===== config.mk =====
export PLATFORM = sky130hd
export DESIGN_NAME = pfdrc_cell
export DESIGN_NICKNAME = d
export VERILOG_FILES = /design/src/hw/rtl/pfdrc_pkg.sv /design/src/hw/rtl/pfdrc_cell.sv
export SDC_FILE = /design/constraint.sdc
export NUM_CORES = 1
export LEC_CHECK = 0
export BUFFER_PORTS_ARGS = -buffer_cell sky130_fd_sc_hd__clkbuf_2
export CAP_MARGIN = 5
export CORE_ASPECT_RATIO = 0.9
export CORE_MARGIN = 1
export CORE_UTILIZATION = 46
export DETAILED_ROUTE_END_ITERATION = 8
export GPL_TIMING_DRIVEN = 0
export HOLD_SLACK_MARGIN = 0.15
export PLACE_DENSITY = 0.9
export SLEW_MARGIN = 20
export SYNTH_ARGS = -nofsm -noshare
export SYNTH_HDL_FRONTEND = slang
export SYNTH_SLANG_ARGS = --single-unit

===== constraint.sdc =====
create_clock -name clk -period 2.5 [get_ports clk]
set_input_delay 0.125 -clock clk [delete_from_list [all_inputs] [get_ports clk]]
set_output_delay 0.125 -clock clk [all_outputs]
set_load 0.01 [all_outputs]

===== src/hw/rtl/pfdrc_pkg.sv =====
// ----------------------------------------------------------------------------
// pfdrc_pkg
// Shared types and constants for the packet FIFO with duplicate filter and
// range count.
// ----------------------------------------------------------------------------
package pfdrc_pkg;

  localparam int unsigned OPCODE_W   = 2;
  localparam int unsigned CAP_W      = 7;
  localparam int unsigned OUT_ADDR_W = 16;
  localparam int unsigned OUT_TIME_W = 32;
  localparam int unsigned COUNT_W    = 7;
  localparam int unsigned CHUNK      = 8;
  localparam int unsigned CHUNK_PC_W = 4;
  localparam logic [CAP_W-1:0] CAP_RESET = 7'd64;

  typedef enum logic [OPCODE_W-1:0] {
    OP_ADD = 2'd0,
    OP_FWD = 2'd1,
    OP_CNT = 2'd2,
    OP_NOP = 2'd3
  } op_t;

  typedef enum logic [1:0] {
    ST_IDLE,
    ST_EXEC,
    ST_SUM
  } state_t;

  // Per-cell control: load takes the new packet, shift takes the right neighbor.
  typedef struct packed {
    logic shift;
    logic load;
  } cell_ctrl_t;

endpackage


===== src/hw/rtl/pfdrc_cell.sv =====
// ----------------------------------------------------------------------------
// pfdrc_cell
// One entry of the shifting packet row, with its duplicate and range match.
// ----------------------------------------------------------------------------
module pfdrc_cell #(
  parameter int unsigned ADDR_BITS = 16,
  parameter int unsigned TIME_BITS = 32
) (
  input  logic                  clk,
  input  logic                  rst_n,
  input  pfdrc_pkg::cell_ctrl_t ctrl,
  input  logic                  nb_valid,
  input  logic [ADDR_BITS-1:0]  nb_src,
  input  logic [ADDR_BITS-1:0]  nb_dst,
  input  logic [TIME_BITS-1:0]  nb_ts,
  input  logic [ADDR_BITS-1:0]  req_src,
  input  logic [ADDR_BITS-1:0]  req_dst,
  input  logic [TIME_BITS-1:0]  req_ts,
  input  logic [TIME_BITS-1:0]  req_lo,
  input  logic [TIME_BITS-1:0]  req_hi,
  output logic                  q_valid,
  output logic [ADDR_BITS-1:0]  q_src,
  output logic [ADDR_BITS-1:0]  q_dst,
  output logic [TIME_BITS-1:0]  q_ts,
  output logic                  dup_hit,
  output logic                  cnt_hit
);

  logic                 valid_r;
  logic [ADDR_BITS-1:0] src_r;
  logic [ADDR_BITS-1:0] dst_r;
  logic [TIME_BITS-1:0] ts_r;

  always_ff @(posedge clk) begin
    if (!rst_n) begin
      valid_r <= 1'b0;
    end else if (ctrl.load) begin
      valid_r <= 1'b1;
    end else if (ctrl.shift) begin
      valid_r <= nb_valid;
    end
  end

  // Payload: load wins over shift.
  always_ff @(posedge clk) begin
    if (ctrl.load) begin
      src_r <= req_src;
      dst_r <= req_dst;
      ts_r  <= req_ts;
    end else if (ctrl.shift) begin
      src_r <= nb_src;
      dst_r <= nb_dst;
      ts_r  <= nb_ts;
    end
  end

  assign q_valid = valid_r;
  assign q_src   = src_r;
  assign q_dst   = dst_r;
  assign q_ts    = ts_r;

  assign dup_hit = valid_r && (src_r == req_src) && (dst_r == req_dst) && (ts_r == req_ts);
  assign cnt_hit = valid_r && (dst_r == req_dst) && (ts_r >= req_lo) && (ts_r <= req_hi);

endmodule


Word level (Yosys, flattened, before mapping) --
Index checks and enable logic that the tools add are counted.
Storage, ports and cells: input port bits 197, bits in registers 65, output and inout bits 67
Operators by class: mux-type cells 8, equality and inequality tests 3, reductions and logical operators 7, magnitude comparators 2
Operators with widths (number):
- $mux 16 | 4
- $mux 32 | 2
- $eq 16x16->1 | 2
- $eq 32x32->1 | 1
- $ge 32x32->1 | 1
- $le 32x32->1 | 1
- $logic_and 1x1->1 | 6
- $mux 1 | 2
- $reduce_bool 2->1 | 1

Logic depth before layout (Yosys ltp) --
depth after elaboration 4, mapped depth 8, gate-level depth less buffers 8

Worst setup path after synthesis --
No wires, ideal clock.
path kind register to output, start register ts_r[13] (netlist: q_ts[13]), end output port cnt_hit, arrival time 2.140 ns, cell stages (with the launch flop) 8, setup slack 0.235 ns, required time 2.375 ns, cell sequence edfxtp_1 -> ha_1 -> and3_1 -> nand3_1 -> or4_1 -> o21ai_1 -> o21ai_1 -> a2111oi_2
Between the ends: cells in the longest elaborated chain, start to end 3, elaborated cells on any way between the ends 4, classes of those cells 2 x order compare; 2 x reduce/logical
RTL lines:
- from (decl) | line pfdrc_cell.sv:32 | logic [TIME_BITS-1:0] ts_r;
- from (signal assigned) | line pfdrc_cell.sv:49 | ts_r <= req_ts;
- from (signal assigned) | line pfdrc_cell.sv:53 | ts_r <= nb_ts;
- $ge 32x32->1 | line pfdrc_cell.sv:63 | assign cnt_hit = valid_r && (dst_r == req_dst) && (ts_r >= req_lo) && (ts_r <= req_hi);
- $logic_and 1x1->1 | line pfdrc_cell.sv:63
- $logic_and 1x1->1 (*) | line pfdrc_cell.sv:63
- to (decl) | line pfdrc_cell.sv:26 | output logic cnt_hit
Mark *: on every way between the ends. The rest lies on a longest branch, timed or not.

Worst setup path in the final report --
Same ends and word-level chain as after synthesis.

==> results.txt <==
----------------------------------------------------
[Synth]
  Top post-synthesis cells by area ... sky130_fd_sc_hd__edfxtp_1 (38%), sky130_fd_sc_hd__ha_1 (16%), sky130_fd_sc_hd__mux2_2 (15%), sky130_fd_sc_hd__xor2_1 (8.4%), sky130_fd_sc_hd__inv_1 (4.8%)
  Count of distinct cell types in the synthesized netlist ... 36
  Gate count of the mapped netlist ... 445
  Synth warn ... 0
  Syn nets ... 706
  Combined area of all synthesized cells ... approximately 0.005 mm^2
  Avg Synthesized Cell Area ... ~11 um^2
  Most area-hungry cell type in the Yosys netlist ... sky130_fd_sc_hd__edfxtp_1
  Share of synthesized area occupied by flip-flops and latches ... between 30 and 40%
  Area share of the largest cell type after synthesis ... 38.35%
  Number of synthesized register bits ... 65

[Pwr]
  Worst vdd rail ir drop ... about 0.00054 V
  Total power after layout ... slightly below 4 mW
  Leak pwr ... 4.019 nW
  Power per unit of standard cell area ... roughly 480 mW/mm^2

[Final layout]
  Core Util, Final ... between 70 and 80%
  Area of combinational cells with multiple inputs ... 0.002841 mm^2
  Final non-filler cell area ... between 0.008 and 0.009 mm^2
  Register cell area after layout ... 0.001942 mm^2
  Number of fill cells in the layout ... 660
  Fraction of final layout cells with drive strength greater than 1 ... 41.99%
  Final nets ... about 1100
  Inserted Diodes ... 0
  Layout overhead on the synthesized area ... 62.20%

[Setup path]
  Highest-delay cell along the critical path ... sky130_fd_sc_hd__or4_1
  Highest cell delay on the worst timing path ... between 500 and 600 ps
  WP data arrival ... approximately 2800 ps
  Type of destination of the critical path ... output port
  Max Fanout on Critical Path ... 3
  Crit path kind ... reg2out
  Worst-path cell chain ... ha_4 -> and3_4 -> nand3_2 -> or4_1 -> o21ai_1 -> o21ai_1 -> a2111oi_2 -> buf_2
  Most frequent cell on the critical path ... sky130_fd_sc_hd__o21ai_1
  Data required, critical path ... ~2400 ps
  Crit start category ... flop

[Timing]
  Post-route clock period utilization ... 116.2%
  Least-Margin Pin Slew ... 717.8 ps
  F_max ... 344.2 MHz
  Endpoints failing hold ... 0
  Worst setup margin ... -405.1 ps
  Unrepaired setup endpoints after global routing ... yes
  Final critical-path required period ... approximately 2900 ps
  Max Slew Vio Count ... 0
  Number of setup violations in the final report ... 1
  Worst max-slew margin expressed relative to the limit ... roughly 52%
  Setup Skew ... 0 ps
  Fin Hold WS ... around 160 ps

[Clocking]
  Clock sinks ... 65
  CTS tree ... yes
  Clock-pin slew of the registers on the worst-case setup and hold paths ... 60 ps
  Cell at the root of the clock tree ... sky130_fd_sc_hd__clkbuf_16
  Maximum level of the CTS H-tree ... 3
  Clock buffer depth ... 2
  CTS Buf Count ... 9
  Skew-Pair Late Insertion Delay ... 320 ps

[Floorplan]
  I/O pins ... about 260
  Initial Utilization ... about half
  Total number of placement rows ... 35
  Area of the core ... approximately 0.010 mm^2
  Die boundary width ... approximately 110 um
  Die area ... approximately 0.011 mm^2
  Overall die height ... between 100 and 150 um

[Route]
  Number of DRC markers in iteration 0 ... 279
  Detailed-route via count ... between 5000 and 6000
  Aggregate routed wire length ... 18.29 mm
  Vias per cell ... 5.215
  # DRC ... 16
  Iteration count of the initial detailed-routing pass ... 9
  Remaining antenna violation count after routing ... 0
  DR WL/cell ... between 15 and 20 um

[GRT]
  Overflow left after global routing ... 0
  Wire length of the first global-routing pass ... approximately 28 mm
  Antenna violations before repair ... 0
  Maximum number of pins on one net before global-route repair ... just under 50
  Overall Global Routing Usage ... 32.56%
  Number of global-route vias before repair ... approximately 5500

[Placement]
  HPWL after detailed placement ... between 10 and 15 mm
  Routability-driven placement congestion ratio ... between 0.8 and 0.9
  Area after DPL ... approximately 0.0065 mm^2
  Buffers on Ports ... between 200 and 300
  Setup slack after placement ... -75.36 ps

[Flow run]
  Max-cap check violation count ... 0

[Status]
  Run status ... complete, but fails checks
  Violations in the final reports ... design-rule violations, negative setup slack

[Min path]
  Type of the most critical hold path ... in2reg

----------------------------------------------------
==> final timing paths <==
check / startpoint / end / slack [ps] / depth (start not counted)
max: q_ts[13] / cnt_hit / -410 / 8
min: req_ts[22] / q_ts[22] / 160 / 2
max reg2reg: q_valid / q_valid / 1070 / 3
min reg2reg: q_valid / q_valid / 1220 / 3
==> Yosys cell counts, drive strengths merged <==
cell type	instances
a21oi	21
xnor2	16
mux2	65
or4	1
nor2	4
nand2b	2
a2111oi	2
o211ai	1
a21o	13
a21boi	1
and4	1
nor2b	2
a311oi	1
clkbuf	7
or2b	1
ha	64
or2	1
a221oi	1
nand4	17
xor2	48
dfxtp	1
edfxtp	64
o21ai	8
nand2	7
nand3	6
o21a	1
a221o	1
and3	2
nor4	18
a211oi	3
and2b	1
inv	64
==> layout make-up <==
cell class | count | area share (%)
buffer | 7 | 0.3233
clock buffer | 10 | 2.817
clock inverter | 6 | 0.6158
inverter | 64 | 2.956
multi-input combinational | 309 | 34.96
sequential | 65 | 23.89
tap | 129 | 1.986
timing repair buffer | 394 | 32.45
==> routing by layer <==
metal	GRT usage, %	up-vias	wire [um]	part of all wire (%)
met5	0	-	0	0
met4	15.28	0	871	4.8
met3	8.960	60	1511	8.3
met2	62.16	268	9469	52
met1	33.13	2372	6434	35
li1	-	2432	-	-
==> where the power goes <==
group	total (mW)	switching [mW]	internal (mW)
registers	1.48	0.138	1.34
logic	1.26	0.583	0.680
clock network	1.19	0.502	0.683
==> critical path, delay by kind of cell, from the launching register on <==
kind / cells / cell delay, ps
compound gates: 3 / 700
fa+ha+maj: 1 / 310
buf+inv: 1 / 210
flops: 1 / 470
simple gates: 3 / 760
==> per-stage QoR <==
step                cells  setup TNS, ps
floorplan             445              0
global placement      836         -29600
detailed placement    837         -75.36
CTS                   983         -414.0
global route          984         -502.3
finish                984         -405.1
==> cells by family (layout without fill, tap and decap cells) <==
group           after synthesis  count (layout)  synth area share [%]
buf+inv                      71             481                 5.318
mux                          65              65                 14.61
flops                        65              65                 38.75
fa+ha+maj                    64              64                 15.98
xor+xnor                     64              64                 11.19
simple gates                 63              63                 7.341
compound gates               53              53                 6.817
==> state kept, by name, indices dropped and copies added (netlist names) <==
signal and cells:
q_ts 32, q_dst 16, q_src 16, q_valid 1
==> placed cells by master, fill, tap and decap left out, types with 3 or more instances in the layout <==
cell type,n
sky130_fd_sc_hd__inv_6,3
sky130_fd_sc_hd__clkbuf_16,9
sky130_fd_sc_hd__xnor2_1,16
sky130_fd_sc_hd__nor2_1,4
sky130_fd_sc_hd__buf_4,5
sky130_fd_sc_hd__o21ai_0,6
sky130_fd_sc_hd__xor2_1,48
sky130_fd_sc_hd__a211oi_1,3
sky130_fd_sc_hd__mux2_2,65
sky130_fd_sc_hd__a21oi_1,21
sky130_fd_sc_hd__inv_1,64
sky130_fd_sc_hd__nor4_1,16
sky130_fd_sc_hd__clkbuf_1,8
sky130_fd_sc_hd__nand4_1,17
sky130_fd_sc_hd__ha_1,63
sky130_fd_sc_hd__clkbuf_2,261
sky130_fd_sc_hd__nand3_1,5
sky130_fd_sc_hd__dlygate4sd3_1,126
sky130_fd_sc_hd__edfxtp_1,64
sky130_fd_sc_hd__nand2_1,7
sky130_fd_sc_hd__a21o_1,12
==> what timing repair did <==
action,CTS,global route
pin swaps,7,5
hold buffers,126,0
setup buffers,4,1
hold endpoints to repair,65,0
setup endpoints to repair,1,2
resized for setup,2,5
No activity file was read; power rests on OpenSTA's default activity.
