--- config.mk ---
export PLATFORM = sky130hd
export DESIGN_NAME = pfdrc_count
export DESIGN_NICKNAME = d
export VERILOG_FILES = /design/src/hw/rtl/pfdrc_pkg.sv /design/src/hw/rtl/pfdrc_count.sv
export SDC_FILE = /design/constraint.sdc
export NUM_CORES = 1
export LEC_CHECK = 0
export BUFFER_PORTS_ARGS = -buffer_cell sky130_fd_sc_hd__buf_2
export CORE_MARGIN = 8
export CORE_UTILIZATION = 39
export DETAILED_ROUTE_END_ITERATION = 6
export GPL_ROUTABILITY_DRIVEN = 0
export PLACE_DENSITY_LB_ADDON = 0.3
export SETUP_SLACK_MARGIN = 0.3
export SLEW_MARGIN = 10
export SYNTH_ARGS = -nofsm -noshare
export SYNTH_HDL_FRONTEND = slang
export SYNTH_SLANG_ARGS = --single-unit
--- constraint.sdc ---
create_clock -name clk -period 4.19 [get_ports clk]
set_input_delay 0.6285 -clock clk [delete_from_list [all_inputs] [get_ports clk]]
set_output_delay 0.6285 -clock clk [all_outputs]
set_load 0.1 [all_outputs]
--- src/hw/rtl/pfdrc_pkg.sv ---
// ----------------------------------------------------------------------------
// pfdrc_pkg
// Shared types and constants for the packet FIFO with duplicate filter and
// range count.
// ----------------------------------------------------------------------------
package pfdrc_pkg;

  localparam int unsigned OPCODE_W   = 2;
  localparam int unsigned CAP_W      = 7;
  localparam int unsigned OUT_ADDR_W = 16;
  localparam int unsigned OUT_TIME_W = 32;
  localparam int unsigned COUNT_W    = 7;
  localparam int unsigned CHUNK      = 8;
  localparam int unsigned CHUNK_PC_W = 4;
  localparam logic [CAP_W-1:0] CAP_RESET = 7'd64;

  typedef enum logic [OPCODE_W-1:0] {
    OP_ADD = 2'd0,
    OP_FWD = 2'd1,
    OP_CNT = 2'd2,
    OP_NOP = 2'd3
  } op_t;

  typedef enum logic [1:0] {
    ST_IDLE,
    ST_EXEC,
    ST_SUM
  } state_t;

  // Per-cell control: load takes the new packet, shift takes the right neighbor.
  typedef struct packed {
    logic shift;
    logic load;
  } cell_ctrl_t;

endpackage

--- src/hw/rtl/pfdrc_count.sv ---
// ----------------------------------------------------------------------------
// pfdrc_count
// Sums the per-cell range hits, one chunk of cells per cycle.
// ----------------------------------------------------------------------------
module pfdrc_count #(
  parameter int unsigned DEPTH = 64
) (
  input  logic                           clk,
  input  logic                           rst_n,
  input  logic                           start,
  input  logic [DEPTH-1:0]               hits,
  output logic                           done,
  output logic [pfdrc_pkg::COUNT_W-1:0]  sum
);

  localparam int unsigned NCHUNK = (DEPTH + pfdrc_pkg::CHUNK - 1) / pfdrc_pkg::CHUNK;
  localparam int unsigned PAD_W  = NCHUNK * pfdrc_pkg::CHUNK;
  localparam int unsigned IDX_W  = (NCHUNK > 1) ? $clog2(NCHUNK) : 1;
  localparam int unsigned SUM_W  = $clog2(DEPTH + 1);

  logic [PAD_W-1:0]                    hits_pad;
  logic [pfdrc_pkg::CHUNK-1:0]         chunk;
  logic [pfdrc_pkg::CHUNK_PC_W-1:0]    chunk_pc;
  logic [IDX_W-1:0]                    idx_r, idx_nxt;
  logic [SUM_W-1:0]                    acc_r, acc_nxt;
  logic                                run_r, run_nxt;
  logic                                done_r, done_nxt;
  logic                                last;

  assign hits_pad = PAD_W'(hits);
  assign chunk    = hits_pad[idx_r * pfdrc_pkg::CHUNK +: pfdrc_pkg::CHUNK];
  assign last     = (idx_r == IDX_W'(NCHUNK - 1));

  always_comb begin
    chunk_pc = '0;
    for (int k = 0; k < pfdrc_pkg::CHUNK; k++) begin
      chunk_pc = chunk_pc + pfdrc_pkg::CHUNK_PC_W'(chunk[k]);
    end
  end

  always_comb begin
    idx_nxt  = idx_r;
    acc_nxt  = acc_r;
    run_nxt  = run_r;
    done_nxt = done_r;
    if (start) begin
      idx_nxt  = '0;
      acc_nxt  = '0;
      run_nxt  = 1'b1;
      done_nxt = 1'b0;
    end else if (run_r) begin
      acc_nxt = acc_r + SUM_W'(chunk_pc);
      idx_nxt = idx_r + IDX_W'(1);
      if (last) begin
        run_nxt  = 1'b0;
        done_nxt = 1'b1;
      end
    end
  end

  always_ff @(posedge clk) begin
    if (!rst_n) begin
      run_r  <= 1'b0;
      done_r <= 1'b0;
      idx_r  <= '0;
    end else begin
      run_r  <= run_nxt;
      done_r <= done_nxt;
      idx_r  <= idx_nxt;
    end
  end

  always_ff @(posedge clk) begin
    acc_r <= acc_nxt;
  end

  assign done = done_r;
  assign sum  = pfdrc_pkg::COUNT_W'(acc_r);

endmodule

# Word level (Yosys, flattened, before mapping)
# Index checks and enable logic that the tools add are counted.
# Widths: inputs -> output; s select.
# totals
reg_bits,12
in_bits,67
out_inout_bits,8
word_cells,21
# classes
addsub,9
n_eq_ne,1
shifts,1
mux,3
bitwise,1
n_reduce_logical,2
# ops
op,count
$shiftx 64x7->8,1
$add 4x1->4,4
$add 7x4->7,1
$add 3x1->4,1
$add 2x1->3,1
$add 3x1->3 const B,1
$eq 3x3->1 const B,1
$mux 1,3
$add 1x1->2,1
$reduce_and 2->1,1
$reduce_or 2->1,1
$not 1->1,1

# Logic depth before layout (Yosys ltp)
# depth
depth_word,9
ltp_mapped,16
ltp_nobuf,14

# Least setup slack after synthesis
# Ideal clock, no wire load.
# synth_path
path_type,register -> register
startpoint,"reg acc_r[0], in the netlist sum[0]"
endpoint,"reg acc_r[6], in the netlist sum[6]"
setup_ns,0.127
t_arrival_ns,3.907
required_ns,4.063
slack_ns,0.156
path_stages_with_launch,14
n_path_buf,0
period_less_slack_ns,4.034
path_cell_list,dfxtp_1 inv_1 fa_1 inv_1 fa_1 inv_1 fa_1 fa_1 inv_1 fa_1 nand3_1 a21oi_1 xnor2_1 nor2_1
# synth_between
elab_chain_len,1
# synth_rtl
element,line_no,text
"start, declared",pfdrc_count.sv:25,"logic [SUM_W-1:0] acc_r, acc_nxt;"
"start signal, assigned",pfdrc_count.sv:74,acc_r <= acc_nxt;
$add 7x4->7,pfdrc_count.sv:52,acc_nxt = acc_r + SUM_W'(chunk_pc);
# No other way between the ends.
# A chain may end at the register's enable or synchronous reset.

# Final worst setup path
# layout_path
startpoint,reg idx_r[0]
endpoint,"reg acc_r[2], in the netlist sum[2]"
# layout_between
elab_chain_len,9
# layout_rtl
element,line_no,text
"start, declared",pfdrc_count.sv:24,"logic [IDX_W-1:0] idx_r, idx_nxt;"
"start signal, assigned",pfdrc_count.sv:69,idx_r <= idx_nxt;
$shiftx 64x7->8 *,pfdrc_count.sv:31,assign chunk = hits_pad[idx_r * pfdrc_pkg::CHUNK +: pfdrc_pkg::CHUNK];
$add 1x1->2,pfdrc_count.sv:37,chunk_pc = chunk_pc + pfdrc_pkg::CHUNK_PC_W'(chunk[k]);
$add 2x1->3,pfdrc_count.sv:37,
$add 3x1->4,pfdrc_count.sv:37,
$add 4x1->4 (3 in a row),pfdrc_count.sv:37,
$add 4x1->4 *,pfdrc_count.sv:37,
$add 7x4->7 *,pfdrc_count.sv:52,
# Mark *: on every way between the ends. The rest lies on a longest branch, timed or not.

==> qor.yml <==
status: "finished clean"
syn_nets: 184
non_filler_cell_area_final_um2: 1740
die_height_um: 72.0
worstSetupStartpointType: "register"
yosys.area_share.adder_pct: 16.4
grt_pass1_wl_mm: 5.51
power.static_leakage_nw: 0.809
rr_endpoint: "sum[2]$_SDFFE_PP0P_"
clkSinkCount: 12
dr.first_iter.drc_count: 19
max_cap_violations: 0
clkLatencyLatePin_ns: 0.27
cts.clk_slew.worst_paths_ns: 0.08
grt_max_degree: 16
grt.overflow.total: 0
design.portCount: 75
cts-htree-levels: 1
yosys.area.top_type_share_pct: 19.6
antenna_found_initial: 0
tritoncts.num_buffers: 3
fmaxAchievable_ghz: 0.266
drt_pre_antenna_iters: 4
xor_xnor_portion_of_the_synthesized_cell_area_pct: 2.86
synth_seq_area_share_pct: 19.6
post_synth_and_or_nand_nor_area_fraction_pct: 7.77
hpwl_mm: 2.92
via_per_inst: 5.10
min_path_type: "register to register"
placementRows: 20
synthDominantAreaCellType: "sky130_fd_sc_hd__dfxtp_1"
synth_area_leaders: "sky130_fd_sc_hd__dfxtp_1 (20%), sky130_fd_sc_hd__mux4_2 (18%), sky130_fd_sc_hd__mux4_1 (13%)"
vias: 1157
critical_path_peak_fanout: 6
die_width_um: 72.0
clockRootBuffer: "sky130_fd_sc_hd__clkbuf_4"
number_of_diodes: 0
tritoncts: "yes"
grt.total_usage_pct: 13.2
yosysWarnings: 0
ff_latch_area_um2: 246
num-fill-cells: 265
vdd.ir_drop.worst_v: 0.000144
reg2reg_from: "idx_r[0]$_SDFFE_PP0P_"
synth-compound-area-share_pct: 6.24
worst_ep_required_time_ns: 4.38
critical_path.cell_chain: "mux4_2, mux2i_2, fa_1, inv_2, fa_1, inv_2, fa_1, fa_2, inv_2, fa_2, buf_4, xnor2_1, a211oi_1"
timing_hold_violations_final: 0
synthDistinctLibCells: 27
synthToLayoutAreaGrowth_pct: 42.0
cts_buffer_depth: 2
post_synth_inst_count: 104
startpoint_of_the_most_critical_setup_path: "idx_r[0]$_SDFFE_PP0P_"
worst_hold_slack_after_final_layout_ns: 0.490
number_of_global_route_vias_before_repair: 1370
worst_r2r_path_depth: 13
worst_slew_margin_rel_pct: 58.8
setup_repair_after_global_routing_missed_its_margin: "no"
final_net_count: 264
initial_core_util_pct: 40.4
post_route_cells_drive_above_1_share_pct: 62.3
whs_path_depth: 2
timing.critical_path.arrival_ns: 3.95
crit_type: "register to register"
post_synth.cell_area_avg_um2: 11.8
post_synth_mux_area_share_pct: 41.4
last_element_of_the_critical_path: "sum[2]$_SDFFE_PP0P_"
route.detailed.wl_per_inst_um: 15.1
multi_input_gate_area_in_the_final_layout_um2: 931
synth.ff_latch_count: 12
fin_setup_tns_ns: 0
fin_max_slew_vios: 0
fin_crit_sh_pct: 89.6
finClkSkew_ns: 0.00429
critPathSlowestCell: "sky130_fd_sc_hd__fa_1"
postRouteAntennaNets: 0
setup.worst_path.end_class: "register"
worst_slew_pin_slew_ns: 0.618
setup_viol: 0
numPortBuffers: 74
largest_family_of_logic_cells_by_synthesized_area: "multiplexers"
placedInstanceArea_um2: 1650
post_cts_hold_buffers: 0
fin_total_pwr_w: 0.000607
cellPowerDensity_nw_per_um2: 349
wl_mm: 3.42
r2r_slack_ns: 0.44
floorplan.core_area_um2: 3030
post_synth_instance_area_um2: 1220
die_area_um2: 5190
min_period_ns: 3.75
route.detailed.drc: 0
crit_path_largest_cell_delay_ns: 0.56
worst min path at each step:
stage,startpoint,slack [ns],end
2_1_floorplan,idx_r[1]$_SDFFE_PP0P_,0.57,idx_r[1]$_SDFFE_PP0P_
3_3_place_gp,done$_SDFFE_PP0P_,0.46,done$_SDFFE_PP0P_
3_5_place_dp,done$_SDFFE_PP0P_,0.47,done$_SDFFE_PP0P_
4_1_cts,done$_SDFFE_PP0P_,0.49,done$_SDFFE_PP0P_
5_1_grt,sum[0]$_SDFFE_PP0P_,0.51,sum[0]$_SDFFE_PP0P_
6_report,done$_SDFFE_PP0P_,0.49,done$_SDFFE_PP0P_
layout make-up:
cell class                 instances  area share [%]
clock buffer                       4            2.09
inverter                           7            1.51
multi-input combinational         78            53.6
sequential                        12            14.2
tap                               44            3.17
timing repair buffer              82            25.5
logic make-up (layout without fill, tap and decap cells):
logic type / count (synthesis) / in the layout
AO/OA/AOI/OAI: 12 / 12
XOR/XNOR: 4 / 4
adder cells (fa/ha/maj): 13 / 13
buffers and inverters: 14 / 93
flip-flops: 12 / 12
multiplexers: 28 / 28
AND/OR/NAND/NOR: 21 / 21
synthesized netlist by cell type:
library cell and count:
sky130_fd_sc_hd__nand3_1 2, sky130_fd_sc_hd__clkbuf_1 3, sky130_fd_sc_hd__mux4_1 6, sky130_fd_sc_hd__mux4_2 10
sky130_fd_sc_hd__nor2_1 12, sky130_fd_sc_hd__ha_1 8, sky130_fd_sc_hd__nor4_1 1, sky130_fd_sc_hd__mux2i_1 9
sky130_fd_sc_hd__a211oi_1 2, sky130_fd_sc_hd__a21o_1 1, sky130_fd_sc_hd__a21oi_1 5, sky130_fd_sc_hd__a211o_1 1
sky130_fd_sc_hd__fa_1 5, sky130_fd_sc_hd__nor3b_1 1, sky130_fd_sc_hd__nor2b_1 1, sky130_fd_sc_hd__xnor2_1 4
sky130_fd_sc_hd__a31oi_1 1, sky130_fd_sc_hd__nand4_1 1, sky130_fd_sc_hd__inv_1 7, sky130_fd_sc_hd__nand2b_1 1
sky130_fd_sc_hd__nand2_1 2, sky130_fd_sc_hd__mux2_2 3, sky130_fd_sc_hd__o22ai_1 1, sky130_fd_sc_hd__buf_2 2
sky130_fd_sc_hd__buf_6 2, sky130_fd_sc_hd__dfxtp_1 12, sky130_fd_sc_hd__o21a_1 1
cells in the final DEF, fill, tap and decap left out, drive strengths merged, types with 2 or more instances in the layout:
master and n:
a211oi 2, clkbuf 4, dfxtp 12, ha 8
nor2 12, buf 82, nand3 2, mux2 3
a21oi 5, mux4 16, inv 7, nand2 2
xnor2 4, mux2i 9, fa 5
repair_timing:
item,4_1_cts,5_1_grt
pin swaps,0,4
gates cloned,0,0
setup endpoints to repair,5,5
setup buffers,0,5
resized for setup,3,9
flip-flops by register name, indices dropped and copies added, names as in the netlist:
register / count
idx_r: 3
done: 1
run_r: 1
sum: 7
critical path, delay by kind of cell, from the launching register on:
kind / cells / cell delay, ns
adder cells (fa/ha/maj): 5 / 2.23
AO/OA/AOI/OAI: 1 / 0.23
flip-flops: 1 / 0.39
buffers and inverters: 4 / 0.28
multiplexers: 2 / 0.42
XOR/XNOR: 1 / 0.12
routing by layer:
metal / vias up / track usage (%) / part of all wire (%) / wire (um)
li1: 556 / - / - / -
met1: 540 / 13.9 / 42 / 1450
met2: 55 / 23.0 / 48 / 1630
met3: 6 / 4.68 / 7.9 / 270
met4: 0 / 5.90 / 2.0 / 68
met5: - / 0 / 0 / 0
per-stage QoR:
step	setup slack [ns]	utilization, %	cells
after floorplan	0.302	-	104
after global placement	0.152	54.4	218
after detailed placement	0.0721	54.4	218
after CTS	0.303	55.8	222
after global routing	0.304	57.4	227
final	0.436	57.4	227
power breakdown:
part	internal, W	switching (W)
registers	0.000127	0.0000145
logic	0.000152	0.000218
clock network	0.0000528	0.0000417
(Power assumes the default switching activity.)
